--- src/rtl/pep_pkg.sv ---
package pep_pkg;

  localparam int unsigned MAX_TAB_STOPS = 32;
  localparam int unsigned QDEPTH        = 4;
  localparam int unsigned QAW           = $clog2(QDEPTH);

  localparam logic [3:0] ACT_NONE    = 4'd0;
  localparam logic [3:0] ACT_CHAR    = 4'd1;
  localparam logic [3:0] ACT_BS      = 4'd2;
  localparam logic [3:0] ACT_TAB     = 4'd3;
  localparam logic [3:0] ACT_LF      = 4'd4;
  localparam logic [3:0] ACT_FF      = 4'd5;
  localparam logic [3:0] ACT_CR      = 4'd6;
  localparam logic [3:0] ACT_GFX     = 4'd7;
  localparam logic [3:0] ACT_SKIP    = 4'd8;
  localparam logic [3:0] ACT_INIT    = 4'd9;
  localparam logic [3:0] ACT_INTERP  = 4'd10;
  localparam logic [3:0] ACT_TABSTOP = 4'd11;
  localparam logic [3:0] ACT_FORMLEN = 4'd12;

  localparam logic [0:0] REG_ALT_TABLE = 1'd0;
  localparam logic [0:0] REG_MAX_FORM  = 1'd1;

  localparam logic [7:0] C_BS  = 8'h08;
  localparam logic [7:0] C_HT  = 8'h09;
  localparam logic [7:0] C_LF  = 8'h0A;
  localparam logic [7:0] C_VT  = 8'h0B;
  localparam logic [7:0] C_FF  = 8'h0C;
  localparam logic [7:0] C_CR  = 8'h0D;
  localparam logic [7:0] C_SO  = 8'h0E;
  localparam logic [7:0] C_SI  = 8'h0F;
  localparam logic [7:0] C_DC2 = 8'h12;
  localparam logic [7:0] C_DC4 = 8'h14;
  localparam logic [7:0] C_ESC = 8'h1B;

  localparam logic [7:0] E_MASTER  = 8'h21;
  localparam logic [7:0] E_UNDER   = 8'h2D;
  localparam logic [7:0] E_SP8     = 8'h30;
  localparam logic [7:0] E_SP7     = 8'h31;
  localparam logic [7:0] E_SP6     = 8'h32;
  localparam logic [7:0] E_SPN     = 8'h33;
  localparam logic [7:0] E_ITAL_ON = 8'h34;
  localparam logic [7:0] E_ITAL_OF = 8'h35;
  localparam logic [7:0] E_TBL_ALT = 8'h36;
  localparam logic [7:0] E_TBL_ONE = 8'h37;
  localparam logic [7:0] E_DLOAD   = 8'h3D;
  localparam logic [7:0] E_INIT    = 8'h40;
  localparam logic [7:0] E_SPA     = 8'h41;
  localparam logic [7:0] E_FORM    = 8'h43;
  localparam logic [7:0] E_TABS    = 8'h44;
  localparam logic [7:0] E_BOLD_ON = 8'h45;
  localparam logic [7:0] E_BOLD_OF = 8'h46;
  localparam logic [7:0] E_DS_ON   = 8'h47;
  localparam logic [7:0] E_DS_OF   = 8'h48;
  localparam logic [7:0] E_NLQ     = 8'h49;
  localparam logic [7:0] E_SKIP    = 8'h4A;
  localparam logic [7:0] E_GFX_K   = 8'h4B;
  localparam logic [7:0] E_GFX_L   = 8'h4C;
  localparam logic [7:0] E_ELITE   = 8'h4D;
  localparam logic [7:0] E_SKIPPERF = 8'h4E;
  localparam logic [7:0] E_SCRIPT  = 8'h53;
  localparam logic [7:0] E_SCR_OFF = 8'h54;
  localparam logic [7:0] E_UNIDIR  = 8'h55;
  localparam logic [7:0] E_DWIDTH  = 8'h57;
  localparam logic [7:0] E_GFX_Y   = 8'h59;
  localparam logic [7:0] E_GFX_Z   = 8'h5A;
  localparam logic [7:0] E_PITCH   = 8'h5B;
  localparam logic [7:0] E_NLQSEL  = 8'h78;
  localparam logic [7:0] E_EXT     = 8'h7E;

  localparam int unsigned SF_DWIDTH  = 0;
  localparam int unsigned SF_ITALIC  = 1;
  localparam int unsigned SF_BOLD    = 2;
  localparam int unsigned SF_DSTRIKE = 3;
  localparam int unsigned SF_UNDER   = 4;
  localparam int unsigned SF_NLQ     = 5;
  localparam int unsigned SF_REVERSE = 6;

  typedef struct packed {
    logic [3:0]  action;
    logic [15:0] value;
    logic [4:0]  slot;
    logic [2:0]  pitch;
    logic [6:0]  style_flags;
    logic [1:0]  script_mode;
    logic [9:0]  line_spacing;
    logic [2:0]  char_table;
    logic [1:0]  graphics_density;
  } res_t;

endpackage

--- src/rtl/printer_escape_sequence_parser.sv ---
// printer command parser: one data byte per beat in, one result beat out per byte
// (action event plus the print modes after that byte). a byte is taken every cycle
// while full is low; the parser updates its state in the cycle of the push and the
// result is written into a four-entry result queue whose head drives the out_ ports.
// input stalls only when four results wait unpopped. configuration writes take
// effect at once and belong in idle periods.
module printer_escape_sequence_parser (
  input  logic        clk,
  input  logic        rst_n,
  input  logic        in_push,
  output logic        in_full,
  input  logic [7:0]  in_data_byte,
  output logic        out_empty,
  input  logic        out_pop,
  output logic [3:0]  out_action,
  output logic [15:0] out_value,
  output logic [4:0]  out_slot,
  output logic [2:0]  out_pitch,
  output logic [6:0]  out_style_flags,
  output logic [1:0]  out_script_mode,
  output logic [9:0]  out_line_spacing,
  output logic [2:0]  out_char_table,
  output logic [1:0]  out_graphics_density,
  input  logic        cfg_we,
  input  logic [0:0]  cfg_index,
  input  logic [15:0] cfg_data
);

  pep_pkg::res_t res, head;
  logic          take;

  assign take = in_push && !in_full;

  pep_front u_front (
    .clk       (clk),
    .rst_n     (rst_n),
    .take      (take),
    .data_byte (in_data_byte),
    .cfg_we    (cfg_we),
    .cfg_index (cfg_index),
    .cfg_data  (cfg_data),
    .res       (res)
  );

  pep_queue u_queue (
    .clk   (clk),
    .rst_n (rst_n),
    .wr    (take),
    .wdata (res),
    .full  (in_full),
    .rd    (out_pop),
    .empty (out_empty),
    .rdata (head)
  );

  assign out_action           = head.action;
  assign out_value            = head.value;
  assign out_slot             = head.slot;
  assign out_pitch            = head.pitch;
  assign out_style_flags      = head.style_flags;
  assign out_script_mode      = head.script_mode;
  assign out_line_spacing     = head.line_spacing;
  assign out_char_table       = head.char_table;
  assign out_graphics_density = head.graphics_density;

endmodule

--- src/rtl/pep_front.sv ---
module pep_front (
  input  logic               clk,
  input  logic               rst_n,
  input  logic               take,
  input  logic [7:0]         data_byte,
  input  logic               cfg_we,
  input  logic [0:0]         cfg_index,
  input  logic [15:0]        cfg_data,
  output pep_pkg::res_t      res
);

  typedef enum logic [2:0] {
    ST_PLAIN = 3'b001,
    ST_ESC   = 3'b010,
    ST_PARAM = 3'b100
  } pstate_t;

  localparam logic [16:0] CNT_MAX = 17'h1FFFF;

  pstate_t     state_r, state_nxt;
  logic [7:0]  code_r, code_nxt;
  logic [16:0] cnt_r, cnt_nxt, cnt_inc;
  logic [15:0] word_r, word_nxt, word_hi;
  logic [2:0]  pitch_r, pitch_nxt;
  logic [6:0]  style_r, style_nxt;
  logic [1:0]  script_r, script_nxt;
  logic [9:0]  spacing_r, spacing_nxt;
  logic [2:0]  table_r, table_nxt;
  logic [1:0]  dens_r, dens_nxt;
  logic [2:0]  alt_r, alt_cfg;
  logic [15:0] maxf_r;
  logic [3:0]  act;
  logic [15:0] val;
  logic [4:0]  slot;
  logic [17:0] prod;
  logic [16:0] cnt_m1;
  logic [7:0]  cmd;
  logic [7:0]  num;
  logic        gfx;
  logic [1:0]  gfx_dens;

  always_comb begin
    unique case (cfg_data[2:0])
      3'd0:    alt_cfg = 3'd1;
      3'd7:    alt_cfg = 3'd6;
      default: alt_cfg = cfg_data[2:0];
    endcase
  end

  assign cnt_inc = (cnt_r < CNT_MAX) ? cnt_r + 17'd1 : cnt_r;
  assign cnt_m1  = cnt_inc - 17'd1;
  assign word_hi = word_r | {data_byte, 8'h00};
  assign cmd     = (word_r[7:0] >= 8'h30) ? word_r[7:0] - 8'h30 : word_r[7:0];
  assign num     = (data_byte >= 8'h30) ? data_byte - 8'h30 : data_byte;
  assign prod    = (cnt_inc == 17'd1) ? 18'(data_byte) * 18'(spacing_r)
                                      : 18'(data_byte) * 18'd216;

  always_comb begin
    gfx      = 1'b1;
    gfx_dens = 2'd0;
    unique case (code_r)
      pep_pkg::E_GFX_K: gfx_dens = 2'd0;
      pep_pkg::E_GFX_L: gfx_dens = 2'd1;
      pep_pkg::E_GFX_Y: gfx_dens = 2'd2;
      pep_pkg::E_GFX_Z: gfx_dens = 2'd3;
      default:          gfx = 1'b0;
    endcase
  end

  always_comb begin
    state_nxt   = state_r;
    code_nxt    = code_r;
    cnt_nxt     = cnt_r;
    word_nxt    = word_r;
    pitch_nxt   = pitch_r;
    style_nxt   = style_r;
    script_nxt  = script_r;
    spacing_nxt = spacing_r;
    table_nxt   = table_r;
    dens_nxt    = dens_r;
    act         = pep_pkg::ACT_NONE;
    val         = 16'd0;
    slot        = 5'd0;
    unique case (state_r)
      ST_ESC: begin
        code_nxt  = data_byte;
        cnt_nxt   = 17'd0;
        state_nxt = ST_PLAIN;
        unique case (data_byte)
          pep_pkg::C_SO:      style_nxt[pep_pkg::SF_DWIDTH] = 1'b1;
          pep_pkg::E_SP8:     spacing_nxt = 10'd27;
          pep_pkg::E_SP7:     spacing_nxt = 10'd21;
          pep_pkg::E_SP6:     spacing_nxt = 10'd36;
          pep_pkg::E_ITAL_ON: style_nxt[pep_pkg::SF_ITALIC] = 1'b1;
          pep_pkg::E_ITAL_OF: style_nxt[pep_pkg::SF_ITALIC] = 1'b0;
          pep_pkg::E_TBL_ALT: table_nxt = alt_r;
          pep_pkg::E_TBL_ONE: table_nxt = 3'd0;
          pep_pkg::E_INIT: begin
            pitch_nxt   = 3'd0;
            style_nxt   = 7'd0;
            script_nxt  = 2'd0;
            spacing_nxt = 10'd36;
            table_nxt   = 3'd0;
            dens_nxt    = 2'd0;
            act         = pep_pkg::ACT_INIT;
          end
          pep_pkg::E_BOLD_ON: style_nxt[pep_pkg::SF_BOLD] = 1'b1;
          pep_pkg::E_BOLD_OF: style_nxt[pep_pkg::SF_BOLD] = 1'b0;
          pep_pkg::E_DS_ON:   style_nxt[pep_pkg::SF_DSTRIKE] = 1'b1;
          pep_pkg::E_DS_OF:   style_nxt[pep_pkg::SF_DSTRIKE] = 1'b0;
          pep_pkg::E_ELITE:   pitch_nxt = 3'd1;
          pep_pkg::E_SCR_OFF: script_nxt = 2'd0;
          pep_pkg::E_MASTER, pep_pkg::E_UNDER, pep_pkg::E_SPN, pep_pkg::E_DLOAD,
          pep_pkg::E_SPA, pep_pkg::E_FORM, pep_pkg::E_TABS, pep_pkg::E_NLQ,
          pep_pkg::E_SKIP, pep_pkg::E_GFX_K, pep_pkg::E_GFX_L, pep_pkg::E_SKIPPERF,
          pep_pkg::E_SCRIPT, pep_pkg::E_UNIDIR, pep_pkg::E_DWIDTH, pep_pkg::E_GFX_Y,
          pep_pkg::E_GFX_Z, pep_pkg::E_PITCH, pep_pkg::E_NLQSEL, pep_pkg::E_EXT:
            state_nxt = ST_PARAM;
          default: ;
        endcase
      end
      ST_PARAM: begin
        cnt_nxt = cnt_inc;
        if (gfx) begin
          if (cnt_inc == 17'd1) begin
            word_nxt = 16'(data_byte);
            dens_nxt = gfx_dens;
          end else if (cnt_inc == 17'd2) begin
            word_nxt = word_hi;
            if (word_hi == 16'd0) state_nxt = ST_PLAIN;
          end else begin
            act = pep_pkg::ACT_GFX;
            val = 16'(data_byte);
            if (cnt_inc - 17'd2 >= 17'(word_r)) state_nxt = ST_PLAIN;
          end
        end else begin
          unique case (code_r)
            pep_pkg::E_MASTER: begin
              pitch_nxt = data_byte[0] ? 3'd1 : (data_byte[2] ? 3'd2 : 3'd0);
              style_nxt[pep_pkg::SF_UNDER]   = data_byte[7];
              style_nxt[pep_pkg::SF_ITALIC]  = data_byte[6];
              style_nxt[pep_pkg::SF_DWIDTH]  = data_byte[5];
              style_nxt[pep_pkg::SF_DSTRIKE] = data_byte[4];
              style_nxt[pep_pkg::SF_BOLD]    = data_byte[3];
              state_nxt = ST_PLAIN;
            end
            pep_pkg::E_UNDER: begin
              style_nxt[pep_pkg::SF_UNDER] = data_byte[0];
              state_nxt = ST_PLAIN;
            end
            pep_pkg::E_SPN: begin
              spacing_nxt = 10'(data_byte);
              state_nxt   = ST_PLAIN;
            end
            pep_pkg::E_SPA: begin
              spacing_nxt = 10'(data_byte) * 10'd3;
              state_nxt   = ST_PLAIN;
            end
            pep_pkg::E_DLOAD: begin
              if (cnt_inc == 17'd1) begin
                word_nxt = 16'(data_byte);
              end else if (cnt_inc == 17'd2) begin
                word_nxt = word_hi;
                if (word_hi == 16'd0) state_nxt = ST_PLAIN;
              end else if (cnt_inc >= 17'(word_r) + 17'd2) begin
                state_nxt = ST_PLAIN;
              end
            end
            pep_pkg::E_FORM: begin
              if (cnt_inc != 17'd1 || data_byte != 8'd0) begin
                state_nxt = ST_PLAIN;
                if (cnt_inc == 17'd1 || (data_byte != 8'd0 && data_byte < 8'd23)) begin
                  act = pep_pkg::ACT_FORMLEN;
                  val = (prod > 18'(maxf_r)) ? maxf_r : prod[15:0];
                end
              end
            end
            pep_pkg::E_TABS: begin
              if (data_byte == 8'd0 || (cnt_inc > 17'd1 && 16'(data_byte) < word_r) ||
                  cnt_inc > 17'(pep_pkg::MAX_TAB_STOPS)) begin
                state_nxt = ST_PLAIN;
              end else begin
                word_nxt = 16'(data_byte);
                act      = pep_pkg::ACT_TABSTOP;
                val      = 16'(data_byte);
                slot     = cnt_m1[4:0];
              end
            end
            pep_pkg::E_NLQ: begin
              if (data_byte == 8'h00 || data_byte == 8'h30 ||
                  data_byte == 8'h04 || data_byte == 8'h34)
                style_nxt[pep_pkg::SF_NLQ] = 1'b0;
              if (data_byte == 8'h02 || data_byte == 8'h32 ||
                  data_byte == 8'h06 || data_byte == 8'h36)
                style_nxt[pep_pkg::SF_NLQ] = 1'b1;
              state_nxt = ST_PLAIN;
            end
            pep_pkg::E_SKIP: begin
              act       = pep_pkg::ACT_SKIP;
              val       = 16'(data_byte);
              state_nxt = ST_PLAIN;
            end
            pep_pkg::E_SCRIPT: begin
              script_nxt = data_byte[0] ? 2'd2 : 2'd1;
              state_nxt  = ST_PLAIN;
            end
            pep_pkg::E_DWIDTH: begin
              style_nxt[pep_pkg::SF_DWIDTH] = data_byte[0];
              state_nxt = ST_PLAIN;
            end
            pep_pkg::E_PITCH: begin
              if (data_byte[3:0] < 4'd7) pitch_nxt = data_byte[2:0];
              state_nxt = ST_PLAIN;
            end
            pep_pkg::E_NLQSEL: begin
              style_nxt[pep_pkg::SF_NLQ] = data_byte[0];
              state_nxt = ST_PLAIN;
            end
            pep_pkg::E_EXT: begin
              if (cnt_inc == 17'd1) begin
                word_nxt = 16'(data_byte);
              end else begin
                state_nxt = ST_PLAIN;
                if (word_r[15:8] == 8'd0 && cmd == 8'd2) begin
                  style_nxt[pep_pkg::SF_REVERSE] = data_byte[0];
                end else if (word_r[15:8] == 8'd0 && cmd == 8'd3) begin
                  if (data_byte[3:0] < 4'd7) pitch_nxt = data_byte[2:0];
                end else if (word_r[15:8] == 8'd0 && cmd == 8'd5 && num <= 8'd3) begin
                  act = pep_pkg::ACT_INTERP;
                  val = 16'(num);
                end
              end
            end
            default: state_nxt = ST_PLAIN;
          endcase
        end
      end
      default: begin
        state_nxt = ST_PLAIN;
        code_nxt  = data_byte;
        cnt_nxt   = 17'd0;
        unique case (data_byte)
          pep_pkg::C_BS:  act = pep_pkg::ACT_BS;
          pep_pkg::C_HT:  act = pep_pkg::ACT_TAB;
          pep_pkg::C_LF, pep_pkg::C_VT: act = pep_pkg::ACT_LF;
          pep_pkg::C_FF:  act = pep_pkg::ACT_FF;
          pep_pkg::C_CR:  act = pep_pkg::ACT_CR;
          pep_pkg::C_SO:  style_nxt[pep_pkg::SF_DWIDTH] = 1'b1;
          pep_pkg::C_SI:  pitch_nxt = 3'd2;
          pep_pkg::C_DC2: pitch_nxt = 3'd0;
          pep_pkg::C_DC4: style_nxt[pep_pkg::SF_DWIDTH] = 1'b0;
          pep_pkg::C_ESC: state_nxt = ST_ESC;
          default: begin
            if (data_byte >= 8'h20 &&
                !(table_r == 3'd0 && data_byte >= 8'h80 && data_byte <= 8'h9F)) begin
              act = pep_pkg::ACT_CHAR;
              val = 16'(data_byte);
            end
          end
        endcase
      end
    endcase
  end

  always_ff @(posedge clk) begin
    if (!rst_n) begin
      state_r   <= ST_PLAIN;
      code_r    <= 8'd0;
      cnt_r     <= 17'd0;
      word_r    <= 16'd0;
      pitch_r   <= 3'd0;
      style_r   <= 7'd0;
      script_r  <= 2'd0;
      spacing_r <= 10'd36;
      table_r   <= 3'd0;
      dens_r    <= 2'd0;
      alt_r     <= 3'd1;
      maxf_r    <= 16'd2376;
    end else if (cfg_we) begin
      if (cfg_index == pep_pkg::REG_ALT_TABLE) begin
        alt_r <= alt_cfg;
        if (table_r != 3'd0) table_r <= alt_cfg;
      end else begin
        maxf_r <= cfg_data;
      end
    end else if (take) begin
      state_r   <= state_nxt;
      code_r    <= code_nxt;
      cnt_r     <= cnt_nxt;
      word_r    <= word_nxt;
      pitch_r   <= pitch_nxt;
      style_r   <= style_nxt;
      script_r  <= script_nxt;
      spacing_r <= spacing_nxt;
      table_r   <= table_nxt;
      dens_r    <= dens_nxt;
    end
  end

  always_comb begin
    res.action           = act;
    res.value            = val;
    res.slot             = slot;
    res.pitch            = pitch_nxt;
    res.style_flags      = style_nxt;
    res.script_mode      = script_nxt;
    res.line_spacing     = spacing_nxt;
    res.char_table       = table_nxt;
    res.graphics_density = dens_nxt;
  end

endmodule

--- src/rtl/pep_queue.sv ---
module pep_queue (
  input  logic          clk,
  input  logic          rst_n,
  input  logic          wr,
  input  pep_pkg::res_t wdata,
  output logic          full,
  input  logic          rd,
  output logic          empty,
  output pep_pkg::res_t rdata
);

  pep_pkg::res_t           mem [pep_pkg::QDEPTH];
  logic [pep_pkg::QAW-1:0] wp_r, rp_r;
  logic [pep_pkg::QAW:0]   cnt_r;
  logic                    do_wr, do_rd;

  assign full  = (cnt_r == (pep_pkg::QAW+1)'(pep_pkg::QDEPTH));
  assign empty = (cnt_r == '0);
  assign do_wr = wr && !full;
  assign do_rd = rd && !empty;
  assign rdata = mem[rp_r];

  always_ff @(posedge clk) begin
    if (do_wr) mem[wp_r] <= wdata;
  end

  always_ff @(posedge clk) begin
    if (!rst_n) begin
      wp_r  <= '0;
      rp_r  <= '0;
      cnt_r <= '0;
    end else begin
      if (do_wr) wp_r <= wp_r + pep_pkg::QAW'(1);
      if (do_rd) rp_r <= rp_r + pep_pkg::QAW'(1);
      if (do_wr && !do_rd) cnt_r <= cnt_r + (pep_pkg::QAW+1)'(1);
      else if (do_rd && !do_wr) cnt_r <= cnt_r - (pep_pkg::QAW+1)'(1);
    end
  end

endmodule

--- config.mk ---
export PLATFORM = sky130hd
export DESIGN_NAME = printer_escape_sequence_parser
export DESIGN_NICKNAME = d
export VERILOG_FILES = /design/src/rtl/pep_pkg.sv /design/src/rtl/printer_escape_sequence_parser.sv /design/src/rtl/pep_front.sv /design/src/rtl/pep_queue.sv
export SDC_FILE = /design/constraint.sdc
export NUM_CORES = 1
export LEC_CHECK = 0
export BUFFER_PORTS_ARGS = -buffer_cell sky130_fd_sc_hd__buf_2
export CELL_PAD_IN_SITES_DETAIL_PLACEMENT = 0
export CELL_PAD_IN_SITES_GLOBAL_PLACEMENT = 1
export CORE_MARGIN = 10
export CORE_UTILIZATION = 50
export DETAILED_ROUTE_END_ITERATION = 8
export MAX_ROUTING_LAYER = met4
export PLACE_DENSITY_LB_ADDON = 0.05
export RECOVER_POWER = 50
export SKIP_CTS_REPAIR_TIMING = 1
export SLEW_MARGIN = 15
export SYNTH_ARGS = -nofsm -noshare
export SYNTH_HDL_FRONTEND = slang
export SYNTH_HIERARCHICAL = 1
export SYNTH_SLANG_ARGS = --single-unit
--- constraint.sdc ---
create_clock -name clk -period 11 [get_ports clk]
set_clock_uncertainty 0.2 [all_clocks]
set_input_delay 1.1 -clock clk [delete_from_list [all_inputs] [get_ports clk]]
set_output_delay 1.1 -clock clk [all_outputs]
set_load 0.005 [all_outputs]
==> metrics.md <==
| Metric | Value |
|---|---|
| Initial antenna violation count | `1` |
| Net Sw Frac | `34.7%` |
| Slowest CP cell | `clkbuf_1` |
| RSZ-0062 raised after global routing | `no` |
| Input/output buffers | `83` |
| Core Region | `40700 um^2` |
| Wire length per cell | `23.0 um` |
| Share of power burned in the clock network | `26.7%` |
| Detailed Route WL | `59500 um` |
| CTS sink cnt | `307` |
| Min Tclk post-route | `9.21 ns` |
| First-pass GRT wire length | `92000 um` |
| VDD IR max | `0.109 mV` |
| CTS tree | `done` |
| Drt drc | `0` |
| Filler cells | `3672` |
| Combinational power share | `38.9%` |
| Slew headroom | `-134%` |
| Synth cell count leaders | `208 x edfxtp_1, 191 x nand2_1, 154 x ha_1` |
| Final Total Pwr | `4.35 mW` |
| Max Clock Freq | `109 MHz` |
| Number of global-route vias before repair | `15300` |
| Critical path launch point type | `input pin` |
| Register area | `8230 um^2` |
| Pin count of the biggest net entering global routing | `55` |
| Yosys top cell by area | `edfxtp_1` |
| Cells after synthesis | `1984` |
| Critical Path Max Stage Delay | `1.29 ns` |
| Final Max Slew Viols | `379` |
| Antenna Nets Post-Route | `0` |
| Ranking of synthesized cells by area | `edfxtp_1 30%, dfxtp_1 9.7%, ha_1 9.4%` |
| Period utilisation layout | `83.7%` |
| Placer Congestion | `0.929` |
| Crit path arrival time | `9.28 ns` |
| Synth warn | `6` |
| CP required | `11.08 ns` |
| WHS Path Cells | `2` |
| Internal Power | `2.84 mW` |
| Max-cap viol count | `8` |
| Sequential power share | `34.4%` |
| DRT Pass-1 Iters | `6` |
| Starting Density | `50.4%` |
| Top-count cell post-synth | `edfxtp_1` |
| Clock root cell | `clkbuf_16` |
| Vias/cell | `5.99` |
| Clk_lat worst skew | `0.55 ns` |
| Proportion of layout cells with a drive suffix above 1 | `11.8%` |
| Mapped Nets | `2232` |
| Syn Area/Cell | `10.4 um^2` |
| #FFs+latches synth | `307` |
| Max clock buf depth | `3` |
| Gr usage total | `24.4%` |
| CTS clk-pin slew, worst paths | `0.06 ns` |
| Slew @ Worst Pin | `3.51 ns` |
| I/O pins | `84` |
| Mapped Area | `20500 um^2` |
| Grt total ovfl | `0` |
| DP HPWL | `43400 um` |
| Total Neg Setup Slack | `0 ns` |
| Placed cell area | `21300 um^2` |
| Htree depth | `2` |
| Register area share after synthesis | `40.1%` |
| # nets final | `2278` |
| Final hold vios | `0` |
| Vias | `15500` |
| Violated checks | `max-capacitance violations, max-slew violations` |
| Worst Reg-to-Reg Cells | `24` |
| Die W | `223 um` |
| Ys async rst share | `0%` |
| Area share of the leading cell type in the synthesized netlist | `30.4%` |
| NetSw | `1.51 mW` |
| Hold Crit Class | `flop to flop` |
| Critical path class | `input pin to flop` |
| Die H | `223 um` |
| Area of the multi-input gates | `11300 um^2` |
| Initial DRC count | `1339` |
| EDFF count, synth | `208` |
| Final instance area | `22400 um^2` |
| Setup violators final | `0` |
| Placement Rows | `74` |
| Die Area | `49600 um^2` |
| Status | `complete, but fails checks` |
| Layout area overhead | `9.12%` |
| Most used DFF post-synth | `edfxtp_1` |
| Leakage | `8.68 nW` |
| Pwr dens | `194 nW/um^2` |
| Synth unique cells | `90` |
| CP max FO | `26` |
| Crit. End Element | `flop` |
| CTS Buf Count | `35` |
[power groups by stage]
stage,Sequential [mW],Combinational [mW],Clock (mW)
4_1_cts,1.49,1.70,1.19
2_1_floorplan,1.46,1.25,0
3_5_place_dp,1.51,1.69,0
3_3_place_gp,1.50,1.69,0
6_report,1.50,1.69,1.16
5_1_grt,1.52,1.88,1.24
[placed cells by master, fill, tap and decap left out, types with 16 or more instances in the layout]
cell type	synthesis	layout
edfxtp_1	208	208
nand2_1	191	191
ha_1	154	154
inv_1	151	151
nor2_1	135	134
a21oi_1	100	100
dfxtp_1	99	97
o21ai_0	92	90
and2_1	84	77
buf_2	12	68
fa_1	64	64
nor3_1	54	54
mux4_2	52	52
nand3_1	45	45
nand4_1	40	40
xnor2_1	38	38
clkbuf_16	0	35
clkbuf_1	61	30
a21o_1	29	29
xor2_1	27	27
mux2i_1	22	22
a22oi_1	21	21
nor4_1	19	19
and3_1	17	17
o21a_1	16	16
[registers in the layout, summed over array words and instances (netlist names), 3 cells and up, named ones only]
name	count
u_front/alt_r	3
u_front/cnt_r	17
u_front/code_r	8
u_front/maxf_r	16
u_front/pitch_r	3
u_front/spacing_r	10
u_front/state_r	3
u_front/style_r	7
u_front/table_r	3
u_front/word_r	16
u_queue/cnt_r	3
u_queue/mem	208
[path summary, 6_finish.rpt]
kind | start | endpoint | slack (ns)
max | in_data_byte[0] | u_queue/mem[0][46] | 1.79
min | u_front/script_r[1] | u_front/script_r[1] | 0.26
max reg2reg | u_front/spacing_r[2] | u_queue/mem[0][46] | 3.00
min reg2reg | u_front/script_r[1] | u_front/script_r[1] | 0.26
[metal layers]
| layer | track usage, % | vias to the layer above | part of all wire (%) |
|---|---|---|---|
| li1 | - | 7292 | - |
| met1 | 33.4 | 7641 | 46 |
| met2 | 36.5 | 516 | 45 |
| met3 | 4.83 | 66 | 7.3 |
| met4 | 6.06 | 0 | 2.1 |
| met5 | - | - | 0 |
[cell type report]
cell class	instances	area share, %
Sequential cell	307	36.7
Clock inverter	16	0.927
Timing Repair Buffer	104	2.37
Tap cell	532	2.97
Multi-Input combinational cell	1430	50.2
Inverter	152	2.55
Clock buffer	46	4.18
Antenna cell	3	0.0335
[kinds of logic (layout without fill, tap and decap cells)]
| group | after synthesis | in the layout | share of synthesized area, % |
|---|---|---|---|
| other | 0 | 3 | 0 |
| xor gates and xnor gates | 65 | 65 | 2.77 |
| buffers and inverters | 247 | 318 | 5.17 |
| muxes | 84 | 84 | 7.34 |
| and+or+nand+nor | 666 | 666 | 16.3 |
| AOI/OAI and AO/OA | 397 | 397 | 12.7 |
| adders and majority gates | 218 | 218 | 15.6 |
| DFF | 307 | 307 | 40.1 |
[through the flow]
step                      hold WS [ns]  util [%]  cells  setup WS, ns
after global placement           0.244      52.3   2525          2.22
after CTS                        0.264      55.1   2587          2.56
after floorplan                  0.236         -   1984          2.97
after detailed placement         0.256      52.3   2525          2.00
final                            0.261      55.0   2590          1.79
after global routing             0.298      55.0   2587          1.24
[critical path: cells and delay by family]
kind	cells	cell delay, ns
and+or+nand+nor	2	0.35
xor gates and xnor gates	1	0.11
AOI/OAI and AO/OA	12	3.33
buffers and inverters	4	2.05
adders and majority gates	5	2.00
muxes	1	0.31
Power figures use the tool's default switching activity.
